===== src/rtl/pfs_pkg.sv =====
// shared constants, codes and types of the primitive-to-face splitter
`timescale 1ns / 1ps

package pfs_pkg;

    // sizes
    localparam int MAX_FACES = 64;
    localparam int IDX_W     = 7;
    localparam int CNT_W     = 32;
    localparam int S_TDATA_W = 16;
    localparam int M_TDATA_W = 64;
    localparam logic [IDX_W-1:0] MAX_LEN = IDX_W'(MAX_FACES + 2);

    // command codes
    localparam logic OP_ASSEMBLE = 1'b0;
    localparam logic OP_REWIND   = 1'b1;

    // primitive type codes that produce faces
    localparam logic [3:0] PT_TRIANGLES = 4'd4;
    localparam logic [3:0] PT_TRISTRIP  = 4'd5;
    localparam logic [3:0] PT_FAN       = 4'd6;
    localparam logic [3:0] PT_QUADS     = 4'd7;
    localparam logic [3:0] PT_QUADSTRIP = 4'd8;
    localparam logic [3:0] PT_POLYGON   = 4'd9;

    // face layout kinds used by the sequencer and corner former
    localparam logic [2:0] KIND_TRI    = 3'd0;
    localparam logic [2:0] KIND_STRIP  = 3'd1;
    localparam logic [2:0] KIND_FAN    = 3'd2;
    localparam logic [2:0] KIND_QUAD   = 3'd3;
    localparam logic [2:0] KIND_QSTRIP = 3'd4;

    // one face request from the sequencer
    typedef struct packed {
        logic             load;
        logic             last;
        logic [2:0]       kind;
        logic [IDX_W-1:0] base;
        logic             odd;
    } t_face_ctl;

    // corners of one face
    typedef struct packed {
        logic [IDX_W-1:0] a;
        logic [IDX_W-1:0] b;
        logic [IDX_W-1:0] c;
        logic [IDX_W-1:0] d;
        logic             quad;
    } t_face;

endpackage


===== src/rtl/pfs_corner.sv =====
// corner index former: turns a face base index and layout kind into four corners
`timescale 1ns / 1ps

module pfs_corner (
    input  pfs_pkg::t_face_ctl i_ctl,
    output pfs_pkg::t_face     o_face
);

    logic [pfs_pkg::IDX_W-1:0] w_p1;
    logic [pfs_pkg::IDX_W-1:0] w_p2;
    logic [pfs_pkg::IDX_W-1:0] w_p3;

    assign w_p1 = i_ctl.base + pfs_pkg::IDX_W'(1);
    assign w_p2 = i_ctl.base + pfs_pkg::IDX_W'(2);
    assign w_p3 = i_ctl.base + pfs_pkg::IDX_W'(3);

    // corner selection per layout
    always_comb begin
        o_face = '0;
        unique case (i_ctl.kind)
            pfs_pkg::KIND_TRI: begin
                o_face.a = i_ctl.base;
                o_face.b = w_p1;
                o_face.c = w_p2;
            end
            pfs_pkg::KIND_STRIP: begin
                // odd strip faces swap the first two corners to keep winding
                o_face.a = i_ctl.odd ? w_p1 : i_ctl.base;
                o_face.b = i_ctl.odd ? i_ctl.base : w_p1;
                o_face.c = w_p2;
            end
            pfs_pkg::KIND_FAN: begin
                o_face.a = '0;
                o_face.b = w_p1;
                o_face.c = w_p2;
            end
            pfs_pkg::KIND_QUAD: begin
                o_face.a    = i_ctl.base;
                o_face.b    = w_p1;
                o_face.c    = w_p2;
                o_face.d    = w_p3;
                o_face.quad = 1'b1;
            end
            pfs_pkg::KIND_QSTRIP: begin
                o_face.a    = i_ctl.base;
                o_face.b    = w_p1;
                o_face.c    = w_p3;
                o_face.d    = w_p2;
                o_face.quad = 1'b1;
            end
            default: begin
                o_face = '0;
            end
        endcase
    end

endmodule


===== src/rtl/pfs_seq.sv =====
// face sequencer: decodes a primitive header and steps the face base with one adder
`timescale 1ns / 1ps

module pfs_seq (
    input  logic                      i_clk,
    input  logic                      i_rst_n,
    input  logic                      i_valid,
    input  logic                      i_opcode,
    input  logic [3:0]                i_type,
    input  logic [pfs_pkg::IDX_W-1:0] i_length,
    input  logic                      i_slot_free,
    output logic                      o_ready,
    output logic                      o_rewind,
    output pfs_pkg::t_face_ctl        o_ctl
);

    localparam logic S_IDLE = 1'b0;
    localparam logic S_EMIT = 1'b1;

    logic                      r_state;
    logic                      n_state;
    logic [2:0]                r_kind;
    logic [2:0]                r_step;
    logic [pfs_pkg::IDX_W-1:0] r_lim;
    logic [pfs_pkg::IDX_W-1:0] r_base;
    logic                      r_odd;

    logic                      w_accept;
    logic [pfs_pkg::IDX_W-1:0] w_len;
    logic                      w_known;
    logic [2:0]                w_kind;
    logic [2:0]                w_span;
    logic [2:0]                w_step;
    logic                      w_first_ok;
    logic                      w_load;
    logic [pfs_pkg::IDX_W-1:0] w_next_base;
    logic                      w_last;

    assign o_ready  = (r_state == S_IDLE);
    assign w_accept = i_valid && o_ready;
    assign o_rewind = w_accept && (i_opcode == pfs_pkg::OP_REWIND);

    // clip the vertex count
    assign w_len = (i_length > pfs_pkg::MAX_LEN) ? pfs_pkg::MAX_LEN : i_length;

    // header decode: layout, top corner offset and base stride
    always_comb begin
        w_known = 1'b1;
        w_kind  = pfs_pkg::KIND_TRI;
        w_span  = 3'd2;
        w_step  = 3'd3;
        unique case (i_type)
            pfs_pkg::PT_TRIANGLES: begin
                w_kind = pfs_pkg::KIND_TRI;
                w_span = 3'd2;
                w_step = 3'd3;
            end
            pfs_pkg::PT_TRISTRIP: begin
                w_kind = pfs_pkg::KIND_STRIP;
                w_span = 3'd2;
                w_step = 3'd1;
            end
            pfs_pkg::PT_FAN: begin
                w_kind = pfs_pkg::KIND_FAN;
                w_span = 3'd2;
                w_step = 3'd1;
            end
            pfs_pkg::PT_QUADS: begin
                w_kind = pfs_pkg::KIND_QUAD;
                w_span = 3'd3;
                w_step = 3'd4;
            end
            pfs_pkg::PT_QUADSTRIP: begin
                w_kind = pfs_pkg::KIND_QSTRIP;
                w_span = 3'd3;
                w_step = 3'd2;
            end
            pfs_pkg::PT_POLYGON: begin
                // a four-vertex polygon is one quad, others are fans
                if (w_len == pfs_pkg::IDX_W'(4)) begin
                    w_kind = pfs_pkg::KIND_QUAD;
                    w_span = 3'd3;
                    w_step = 3'd4;
                end else begin
                    w_kind = pfs_pkg::KIND_FAN;
                    w_span = 3'd2;
                    w_step = 3'd1;
                end
            end
            default: begin
                w_known = 1'b0;
            end
        endcase
    end

    assign w_first_ok = w_known && (w_len > pfs_pkg::IDX_W'(w_span));

    // shared stride adder and end-of-primitive compare
    assign w_load      = (r_state == S_EMIT) && i_slot_free;
    assign w_next_base = r_base + pfs_pkg::IDX_W'(r_step);
    assign w_last      = (w_next_base >= r_lim);

    // next state
    always_comb begin
        n_state = r_state;
        unique case (r_state)
            S_IDLE: begin
                if (w_accept && (i_opcode == pfs_pkg::OP_ASSEMBLE) && w_first_ok) begin
                    n_state = S_EMIT;
                end
            end
            S_EMIT: begin
                if (w_load && w_last) begin
                    n_state = S_IDLE;
                end
            end
            default: begin
                n_state = S_IDLE;
            end
        endcase
    end

    // control state
    always_ff @(posedge i_clk) begin
        if (!i_rst_n) begin
            r_state <= S_IDLE;
        end else begin
            r_state <= n_state;
        end
    end

    // primitive registers
    always_ff @(posedge i_clk) begin
        if (w_accept) begin
            r_kind <= w_kind;
            r_step <= w_step;
            r_lim  <= w_len - pfs_pkg::IDX_W'(w_span);
            r_base <= '0;
            r_odd  <= 1'b0;
        end else if (w_load) begin
            r_base <= w_next_base;
            r_odd  <= ~r_odd;
        end
    end

    // face request to the corner former
    always_comb begin
        o_ctl.load = w_load;
        o_ctl.last = w_last;
        o_ctl.kind = r_kind;
        o_ctl.base = r_base;
        o_ctl.odd  = r_odd;
    end

endmodule


===== src/rtl/primitive_to_face_splitter.sv =====
// primitive-to-face splitter top level: sequencer, corner former, output register
//
//  channel  | dir | payload
//  ---------+-----+-----------------------------------------------------------
//  s (in)   | in  | tdata: prim_type, prim_length; tuser: opcode
//  m (out)  | out | tdata: corner_a..corner_d, face_number; tuser: is_quad;
//           |     | tlast: last_face
//
// a primitive header is accepted first, and then one face is produced per cycle
// while the output slot is free; the single stride adder of the sequencer sets
// this one-face-per-cycle pace. a rewind or a header that yields no face
// leaves the sequencer ready for the next header.
// input is not ready while faces of a header are still being produced.
// a stall on the output holds the sequencer on the current face.
// reset is synchronous, active low, and clears the face number.
`timescale 1ns / 1ps

module primitive_to_face_splitter (
    input  logic                          i_clk,
    input  logic                          i_rst_n,
    input  logic                          i_s_tvalid,
    output logic                          o_s_tready,
    // [3:0] prim_type, [10:4] prim_length, [15:11] zero
    input  logic [pfs_pkg::S_TDATA_W-1:0] i_s_tdata,
    // [0] opcode
    input  logic [0:0]                    i_s_tuser,
    output logic                          o_m_tvalid,
    input  logic                          i_m_tready,
    // [6:0] corner_a, [13:7] corner_b, [20:14] corner_c, [27:21] corner_d,
    // [59:28] face_number, [63:60] zero
    output logic [pfs_pkg::M_TDATA_W-1:0] o_m_tdata,
    // [0] is_quad
    output logic [0:0]                    o_m_tuser,
    output logic                          o_m_tlast
);

    logic                      w_slot_free;
    logic                      w_rewind;
    pfs_pkg::t_face_ctl        w_ctl;
    pfs_pkg::t_face            w_face;

    logic                      r_m_valid;
    pfs_pkg::t_face            r_m_face;
    logic [pfs_pkg::CNT_W-1:0] r_m_num;
    logic                      r_m_last;
    logic [pfs_pkg::CNT_W-1:0] r_face_cnt;

    assign w_slot_free = !r_m_valid || i_m_tready;

    pfs_seq u_seq (
        .i_clk       (i_clk),
        .i_rst_n     (i_rst_n),
        .i_valid     (i_s_tvalid),
        .i_opcode    (i_s_tuser[0]),
        .i_type      (i_s_tdata[3:0]),
        .i_length    (i_s_tdata[10:4]),
        .i_slot_free (w_slot_free),
        .o_ready     (o_s_tready),
        .o_rewind    (w_rewind),
        .o_ctl       (w_ctl)
    );

    pfs_corner u_corner (
        .i_ctl  (w_ctl),
        .o_face (w_face)
    );

    // running face number
    always_ff @(posedge i_clk) begin
        if (!i_rst_n) begin
            r_face_cnt <= '0;
        end else if (w_rewind) begin
            r_face_cnt <= '0;
        end else if (w_ctl.load) begin
            r_face_cnt <= r_face_cnt + pfs_pkg::CNT_W'(1);
        end
    end

    // output beat valid
    always_ff @(posedge i_clk) begin
        if (!i_rst_n) begin
            r_m_valid <= 1'b0;
        end else if (w_ctl.load) begin
            r_m_valid <= 1'b1;
        end else if (i_m_tready) begin
            r_m_valid <= 1'b0;
        end
    end

    // output beat payload
    always_ff @(posedge i_clk) begin
        if (w_ctl.load) begin
            r_m_face <= w_face;
            r_m_num  <= r_face_cnt;
            r_m_last <= w_ctl.last;
        end
    end

    assign o_m_tvalid = r_m_valid;
    assign o_m_tdata  = {4'b0000, r_m_num, r_m_face.d, r_m_face.c, r_m_face.b, r_m_face.a};
    assign o_m_tuser  = r_m_face.quad;
    assign o_m_tlast  = r_m_last;

    // face number steps by one for each face loaded
    a_cnt_step: assert property (@(posedge i_clk) disable iff (!i_rst_n)
        w_ctl.load |=> r_face_cnt == $past(r_face_cnt) + pfs_pkg::CNT_W'(1))
        else $error("face number did not advance on a face load");

    // no new header is taken while faces are being produced
    a_busy_block: assert property (@(posedge i_clk) disable iff (!i_rst_n)
        (w_ctl.load && !w_ctl.last) |=> !o_s_tready)
        else $error("input ready in the middle of a primitive");

    // the final face returns the sequencer to accepting headers
    a_last_idle: assert property (@(posedge i_clk) disable iff (!i_rst_n)
        (w_ctl.load && w_ctl.last) |=> o_s_tready)
        else $error("sequencer still busy after the final face");

    // a rewind never coincides with a face load
    a_rewind_quiet: assert property (@(posedge i_clk) disable iff (!i_rst_n)
        w_rewind |-> !w_ctl.load)
        else $error("rewind taken while a face was loading");

endmodule


===== config.mk =====
export PLATFORM = sky130hd
export DESIGN_NAME = primitive_to_face_splitter
export DESIGN_NICKNAME = d
export VERILOG_FILES = /design/src/rtl/pfs_pkg.sv /design/src/rtl/pfs_corner.sv /design/src/rtl/pfs_seq.sv /design/src/rtl/primitive_to_face_splitter.sv
export SDC_FILE = /design/constraint.sdc
export NUM_CORES = 1
export LEC_CHECK = 0
export ABC_AREA = 1
export BUFFER_PORTS_ARGS = -buffer_cell sky130_fd_sc_hd__buf_2
export CAP_MARGIN = 40
export CORE_ASPECT_RATIO = 1.25
export CORE_MARGIN = 5
export CORE_UTILIZATION = 40
export CTS_CLUSTER_DIAMETER = 120
export DETAILED_ROUTE_END_ITERATION = 10
export PLACE_DENSITY = 0.65
export SYNTH_ARGS = -nofsm -noshare
export SYNTH_HDL_FRONTEND = slang
export SYNTH_HIERARCHICAL = 1
export SYNTH_SLANG_ARGS = --single-unit

===== constraint.sdc =====
create_clock -name i_clk -period 2.9 [get_ports i_clk]
set_clock_uncertainty 0.15 [all_clocks]
set_input_delay 0.29 -clock i_clk [delete_from_list [all_inputs] [get_ports i_clk]]
set_output_delay 0.29 -clock i_clk [all_outputs]
set_load 0.005 [all_outputs]

==> results of run 1 <==
## final cells by class
| type | instances | share of cell area, % |
|---|---|---|
| tap | 178 | 3.14 |
| sequential | 117 | 43.6 |
| clock buffer | 22 | 6.55 |
| clock inverter | 10 | 2.15 |
| timing repair buffer | 88 | 6.57 |
| inverter | 86 | 4.62 |
| multi-input combinational | 440 | 33.3 |
## power by group through the flow
stage,combinational (mW),sequential (mW),clock [mW]
6_report,0.342,1.86,2.15
3_3_place_gp,0.334,1.89,0
3_5_place_dp,0.340,1.89,0
4_1_cts,0.345,1.86,2.20
5_1_grt,0.390,1.86,2.27
2_1_floorplan,0.246,1.89,0
## routing by layer
metal,vias to the layer above,share of wire (%),track usage (%)
li1,2334,-,-
met1,2018,47,17.8
met2,90,47,23.0
met3,22,4.5,2.92
met4,0,2.3,6.41
met5,-,0,0
## logic make-up (layout without fill, tap and decap cells)
group / Yosys count / in the layout / share of synthesized area [%]
adders and majority gates: 18 / 18 / 3.96
AOI/OAI and AO/OA: 75 / 75 / 7.15
xor gates and xnor gates: 20 / 20 / 3.23
other: 1 / 4 / 0.0637
DFF: 117 / 117 / 52.6
and+or+nand+nor: 323 / 323 / 25.6
buffers and inverters: 103 / 206 / 7.46
## Yosys cell counts (2+ instances only)
library cell / count / share of area, %
nand2_2: 7 / 0.74
xnor2_1: 2 / 0.30
ha_1: 17 / 3.6
xor2_1: 16 / 2.4
nand3_1: 45 / 3.8
dfxtp_1: 42 / 14
o21bai_1: 3 / 0.38
clkbuf_2: 3 / 0.26
a21oi_1: 24 / 2.0
nand2_1: 150 / 9.6
o21ai_0: 26 / 2.2
nand3_2: 4 / 0.68
nand4_1: 13 / 1.4
o21ai_2: 3 / 0.45
o21ai_1: 8 / 0.68
nor2_1: 76 / 4.8
a21oi_2: 3 / 0.45
nor2_4: 10 / 1.9
nor2_2: 6 / 0.64
o22ai_1: 4 / 0.43
edfxtp_1: 75 / 38
inv_2: 6 / 0.38
buf_2: 2 / 0.17
buf_4: 9 / 1.1
nand2_4: 3 / 0.57
clkbuf_1: 2 / 0.13
nor3_1: 5 / 0.43
inv_1: 79 / 5.0
## path summary, 6_finish.rpt
check / startpoint / end / slack [ps]
hold / removal: i_s_tdata[0] / u_seq/r_kind[2] / 70
setup / recovery: u_seq/r_step[0] / u_seq/r_state / 450
setup reg to reg: u_seq/r_step[0] / u_seq/r_state / 450
hold reg to reg: r_face_cnt[31] / r_m_num[31] / 320
## through the flow
stage / util (%) / power [mW]
3_5_place_dp: 44.8 / 2.23
3_3_place_gp: 44.8 / 2.23
2_1_floorplan: - / 2.14
4_1_cts: 49.2 / 4.40
6_report: 49.2 / 4.35
5_1_grt: 49.2 / 4.52
## worst register-to-register path, stage by stage, from the launching register on
cell	delay (ps)
edfxtp_1	360
ha_1	220
fa_1	400
nand2_1	90
a21oi_2	70
nand3_2	90
xnor2_2	130
ha_1	280
a21o_1	160
nor2_1	90
nand3_1	100
nand2_1	60
nand2_1	60
a21oi_2	120
## repair_timing
item | CTS | global route
endpoints found under the hold margin | 2 | 0
hold buffers | 1 | 0
setup buffers | 0 | 0
## state kept, by name, summed over array words and instances, names as in the netlist
signal and count:
o_m_tlast 1, u_seq/r_lim 7, u_seq/r_state 1, u_seq/r_odd 1, o_m_tuser 1, o_m_tvalid 1, r_face_cnt 32, u_seq/r_step 3
u_seq/r_base 7, u_seq/r_kind 3, o_m_tdata 28, r_m_num 32
==> flow_summary.ini, run 1 <==
[outcome]
status = complete, no violations

[power_and_ir_drop]
ir_worst_vdd_uv = 369
leakagePower_nw = 3.00
p_clk_share_pct = 49.4
sw_frac_of_total_pct = 21.3
internal-power_mw = 3.42
p_seq_share_pct = 42.7
p_per_area_nw_per_um2 = 614
p_comb_share_pct = 7.9
p_sw_mw = 0.927

[floorplanning]
dieArea_um2 = 17200
fp-row-count = 49
start_util_pct = 40.8
ios = 89
die_y_um = 146
design.core.area_um2 = 14400
dieWidth_um = 118

[timing]
hold_viol = 0
rsz0062_at_grt = false
fin_setup_tns_ps = 0
fin_crit_ps = 2450
finalMaxSlewViolations = 0
fin_ws_ps = 447
worstMarginPinSlew_ps = 636
max_freq_ghz = 0.408
slew_headroom_pct = 57.6
whs_ps = 67.8
setup_viol_count_final = 0
fin_crit_sh_pct = 84.6

[logic_synthesis]
synth.distinct_cells = 42
yosys_warnings = 6
synth_ff_type = edfxtp_1
netlist_instances = 657
synthesis.area_um2 = 5880
synth-edff-count = 75
async_flop_share_pct = 0
syn_area_per_cell_um2 = 8.95
synth-seq-area-share_pct = 52.6
synth-seq-cells = 117

[job]
drv_cap = 0

[setup_path]
cp_max_fo = 3
slowest_stage = fa_1
required_ps = 3090
cp-start-kind = flop
crit_buf_inv = 0
critPathMaxStageDelay_ps = 400
crit_chain = ha_1 -> fa_1 -> nand2_1 -> a21oi_2 -> nand3_2 -> xnor2_2 -> ha_1 -> a21o_1 -> nor2_1 -> nand3_1 -> nand2_1 -> nand2_1 -> a21oi_2
end_kind = flop
reg2reg_depth = 13
worst-path-stages = 13
critPathArrivalTime_ps = 2650
path_delay_family = adder cells
crit_path_frequent_cell = nand2_1
critPathKind = flop to flop

[cells_and_area]
drive_gt1_share_pct = 21.2
design_area_um2 = 7090
multi_input_area_um2 = 2360
fillers = 1363
mostFrequentLayoutCells = 150 x nand2_1, 79 x buf_2, 78 x inv_1, 76 x nor2_1, 75 x edfxtp_1
final_common_cell = nand2_1
seq_area_um2 = 3090
synthToLayoutAreaGrowth_pct = 20.5
nets = 789
diodes = 0
fin_cells = 941

[grt]
grt_pass1_vias = 4317
grt_pass1_wl_mm = 20.1
grt_max_degree = 56
overflow = 0
grtUsageTotal_pct = 14.1
antenna_found_initial = 0

[clock_tree]
htree_levels = 4
cts_resized = 0
clock_path_buffers = 2
cts_sinks = 117
cts_buffers = 17
cts_tree = built
clock_latency_ps = 410
cts_root_buf = clkbuf_16
clk_pin_slew_worst_paths_ps = 50

[worst_hold_path]
worstHoldPathCells = 2
min_path_type = primary input to flop

[place]
place_hpwl_mm = 8.63
place_area_um2 = 6460
place.gp.congestion = 0.820
pre_cts_slack_ps = 460
place.port_buffers = 79
dpl.cell_count = 908

[route]
firstDrtPassIters = 4
wl_mm = 11.8
ant_nets = 0
vias_per_cell = 4.74
drt_iter0_drc = 223
wl_per_cell_um = 12.5
vias = 4464
drcViolationCount = 0
Power figures use the tool's default switching activity.
==> inputs of run 2 (changes only) <==
- PLACE_DENSITY: 0.65 -> 0.68
- clock period: 2.9 -> 2.1 ns (I/O delays scaled with it)
==> run 2 against run 1 <==
The run now ends with setup timing left. Global-route usage up 0.26 points. Clock power up 31%. Register-to-register slack worse by 740 ps. Final area up 3.3%. Flip-flop and latch count unchanged. Maximum frequency up 2.4%. Worst setup slack worse by 740 ps.
==> flow_summary.ini, run 2 (synthesis gave the netlist of run 1 again) <==
[timing]
setup_viol_count_final = 2
fin_ws_ps = -294
hold_viol = 0
slew_headroom_pct = 65.6
finalMaxSlewViolations = 0
fin_crit_ps = 2390
rsz0062_at_grt = true
fin_crit_sh_pct = 114
whs_ps = 82.1
max_freq_ghz = 0.418
worstMarginPinSlew_ps = 516

[grt]
grtUsageTotal_pct = 14.3
grt_max_degree = 65
overflow = 0
antenna_found_initial = 0
grt_pass1_wl_mm = 20.3
grt_pass1_vias = 4325

[job]
drv_cap = 0

[worst_hold_path]
hold_path_end = u_seq/r_lim[3]
worstHoldPathCells = 4
min_path_type = primary input to flop
min_from = i_s_tdata[7]

[place]
dpl.cell_count = 923
place.port_buffers = 79
place.gp.congestion = 0.818
place_hpwl_mm = 8.81
place_area_um2 = 6590
pre_cts_slack_ps = -305

[cells_and_area]
design_area_um2 = 7320
nets = 811
post-route-util_pct = 50.8
fillers = 1288
drive_gt1_share_pct = 25.0
synthToLayoutAreaGrowth_pct = 24.4
fin_cells = 962
diodes = 0
mostFrequentLayoutCells = 148 x nand2_1, 79 x buf_2, 77 x inv_1, 76 x nor2_1, 75 x edfxtp_1
final_common_cell = nand2_1

[floorplanning]
ios = 89
design.core.area_um2 = 14400
start_util_pct = 40.8
fp-row-count = 49
dieWidth_um = 118
dieArea_um2 = 17200
die_y_um = 146

[setup_path]
end_kind = flop
regToRegSetupSlack_ps = -290
reg2reg_depth = 14
r2r-start = u_seq/r_step[0]
slowest_stage = edfxtp_1
cp_max_fo = 3
r2r-end = u_seq/r_state
required_ps = 2250
cp-start-kind = flop
critPathKind = flop to flop
crit_chain = ha_2 -> fa_2 -> nand2_2 -> a21oi_2 -> xor2_1 -> inv_1 -> ha_4 -> nand2_1 -> a21oi_2 -> nor2_1 -> nand3_2 -> nand2_1 -> nand2_1 -> a21oi_2
critPathMaxStageDelay_ps = 370
critPathArrivalTime_ps = 2540

[clock_tree]
htree_levels = 4
cts_buffers = 17
clk_pin_slew_worst_paths_ps = 50
clock_latency_ps = 400
cts_tree = built
clock_path_buffers = 2
cts_sinks = 117
cts_root_buf = clkbuf_16

[power_and_ir_drop]
ir_worst_vdd_uv = 583
leakagePower_nw = 3.10
p_per_area_nw_per_um2 = 810

[route]
wl_per_cell_um = 12.8
vias = 4599
vias_per_cell = 4.78
drcViolationCount = 0
firstDrtPassIters = 4
drt_iter0_drc = 231
wl_mm = 12.3
ant_nets = 0

[outcome]
violations = setup timing
status = finished with violations
[run 2: changes by cell type in the layout (fill, tap and decap cells not counted), moves of 3 or more]
cell	delta
buf_4	+18
dlygate4sd3_1	+3
ha_1	-4
ha_4	+3
[run 2: final cells by class]
cell class	count	area, um^2	area share, %
clock buffer	22	485	6.63
clock inverter	9	101	1.38
inverter	86	330	4.51
multi-input combinational	440	2430	33.3
sequential	117	3100	42.3
tap	178	223	3.04
timing repair buffer	110	651	8.89
[run 2: repair_timing]
item,CTS,global route
resized for setup,5,8
buffers inserted,1,3
hold endpoints to repair,3,0
pin swaps,5,4
endpoints found under the setup margin,2,8
gates cloned,0,0
hold buffers,4,0
[run 2: per-layer routing]
metal	global-route usage, %	part of all wire (%)
met5	0	0
met4	5.10	1.1
met3	3.46	5.1
met2	23.0	47
met1	18.8	47
[run 2: report_power, final]
group          internal [mW]  switching (mW)
clock network           1.86           0.959
registers               2.53          0.0388
logic                  0.217           0.330
total                   4.60            1.33
[run 2: worst max-delay path by stage]
stage,startpoint,to,slack [ps],cells after the start
after floorplan,u_seq/r_step[0],o_m_tlast,-240,11
after global placement,u_seq/r_step[0],u_seq/r_state,-220,14
after detailed placement,u_seq/r_step[0],u_seq/r_state,-300,14
after CTS,u_seq/r_step[0],u_seq/r_state,-280,12
after global routing,u_seq/r_step[0],u_seq/r_state,-430,13
final,u_seq/r_step[0],u_seq/r_state,-290,14
[run 2: through the flow]
stage	setup TNS, ps	power [mW]
after global routing	-830	6.18
final	-517	5.93
after CTS	-523	5.96
after detailed placement	-564	3.11
after global placement	-416	3.11
after floorplan	-386	2.96
[run 2: worst max-delay path: cells and delay by family, from the launching register on]
kind / cells / cell delay [ps]
buf+inv: 1 / 100
fa+ha+maj: 3 / 820
simple gates: 6 / 410
xor+xnor: 1 / 200
flops: 1 / 370
compound gates: 3 / 240
==> inputs of run 3 (changes only) <==
- BUFFER_PORTS_ARGS: -buffer_cell sky130_fd_sc_hd__buf_2 -> unset
- DONT_BUFFER_PORTS: unset -> 1
- PLACE_DENSITY: 0.68 -> 0.62
==> run 3 against run 2 <==
Routed wire length up 4.0%. Worst setup slack lost 36 ps. The run still ends with setup timing left. Final area shrank 5.5%. Maximum frequency decreased by 1.5%. Sequential power is essentially flat. Flip-flop and latch count is the same. Utilization decreased by 2.8 points. Die area unchanged. Clock power down 6%.
==> flow_summary.ini, run 3 (synthesis gave the netlist of run 1 again) <==
[outcome]
status = finished with violations
violations = setup timing

[clock_tree]
clk_pin_slew_worst_paths_ps = 50
cts_buffers = 17
clock_latency_ps = 410
htree_levels = 4
clock_path_buffers = 2
cts_root_buf = clkbuf_16
cts_tree = built
cts_sinks = 117

[timing]
finalMaxSlewViolations = 0
max_freq_ghz = 0.411
fin_crit_sh_pct = 116
fin_setup_tns_ps = -618
fin_ws_ps = -331
hold_viol = 0
setup_viol_count_final = 2
fin_crit_ps = 2430
rsz0062_at_grt = true
slew_headroom_pct = 61.1
worstMarginPinSlew_ps = 582

[setup_path]
reg2reg_depth = 13
crit_path_frequent_cell = nand2_2
crit_buf_inv = 0
cp_max_fo = 3
crit_chain = ha_2 -> fa_2 -> nand2_2 -> a21oi_4 -> nand3_2 -> xnor2_2 -> ha_1 -> a21o_1 -> nor2_1 -> nand3_1 -> nand2_1 -> nand2_2 -> a21oi_2
required_ps = 2300
end_kind = flop
path_delay_family = adder cells
worst-path-stages = 13
slowest_stage = edfxtp_1
critPathArrivalTime_ps = 2630
cp-start-kind = flop
critPathKind = flop to flop
critPathMaxStageDelay_ps = 380

[route]
drt_iter0_drc = 326
wl_per_cell_um = 14.4
firstDrtPassIters = 5
drcViolationCount = 0
wl_mm = 12.8
vias = 4490
ant_nets = 0
vias_per_cell = 5.07

[grt]
grtUsageTotal_pct = 15.0
grt_pass1_vias = 4421
grt_max_degree = 63
overflow = 0
grt_pass1_wl_mm = 21.1
antenna_found_initial = 0

[power_and_ir_drop]
power.total_mw = 5.73
p_per_area_nw_per_um2 = 828
leakagePower_nw = 2.76
ir_worst_vdd_uv = 559

[floorplanning]
dieArea_um2 = 17200
ios = 89
fp-row-count = 49
design.core.area_um2 = 14400
dieWidth_um = 118
start_util_pct = 40.8
die_y_um = 146

[cells_and_area]
drive_gt1_share_pct = 16.0
fillers = 1265
mostFrequentLayoutCells = 147 x nand2_1, 78 x inv_1, 76 x nor2_1, 75 x edfxtp_1, 45 x nand3_1
nets = 734
final_common_cell = nand2_1
diodes = 0
synthToLayoutAreaGrowth_pct = 17.5
post-route-util_pct = 48.0

[place]
place_hpwl_mm = 9.06
place.port_buffers = 0
place.gp.congestion = 0.853

[worst_hold_path]
min_path_type = primary input to flop
worstHoldPathCells = 3

[job]
drv_cap = 0
run 3: cell types whose count changed in the layout (fill, tap and decap cells not counted), sizes merged:
cell,previous run,this run
buf,106,22
clkinvlp,2,3
inv,86,87
clkbuf,22,24
bufinv,2,0
clkinv,5,4
dlygate4sd3,4,11
run 3: through the flow:
stage	hold WS, ps	instances	area (um^2)	setup slack, ps
6_report	19.0	886	6920	-331
5_1_grt	47.3	886	6920	-429
2_1_floorplan	182	660	5920	-241
4_1_cts	4.59	885	6880	-309
3_3_place_gp	189	839	6160	-251
3_5_place_dp	188	839	6160	-372
run 3: tightest hold or removal path, delay by kind of cell:
kind,cells,cell delay [ps]
AND/OR/NAND/NOR,2,130
AO/OA/AOI/OAI,1,80
run 3: metal layers:
layer / part of all wire [%] / routed length [um] / vias up / global-route usage [%]
li1: - / - / 2230 / -
met1: 44 / 5590 / 2078 / 17.9
met2: 48 / 6110 / 152 / 25.3
met3: 6.3 / 806 / 30 / 4.51
met4: 2.1 / 265 / 0 / 5.90
met5: 0 / 0 / - / 0
run 3: cell type report:
type                    instances  area [um^2]  area share (%)
well taps                     178          223            3.22
flip-flops and latches        117         3100            44.8
multi-input cells             440         2430            35.1
clock inverters                 8         48.8           0.706
clock buffers                  24          503            7.27
inverters                      86          328            4.74
repair buffers                 33          288            4.16
run 3: power by group:
part           internal, mW  switching [mW]  total (mW)
clock                  1.66           0.987        2.65
sequential             2.53          0.0467        2.57
combinational         0.189           0.314       0.503
run 3: worst paths after layout:
kind / from / to / slack, ps
worst max-delay path: u_seq/r_step[0] / u_seq/r_state / -330
worst min register to register: r_face_cnt[31] / r_m_num[31] / 320
worst max register to register: u_seq/r_step[0] / u_seq/r_state / -330
worst min-delay path: i_s_tdata[7] / u_seq/r_lim[3] / 20
run 3: timing repair:
action,CTS,global route
resized for setup,6,4
hold buffers,11,0
pin swaps,3,6
buffers inserted,3,1
setup endpoints to repair,2,3
hold endpoints to repair,11,0
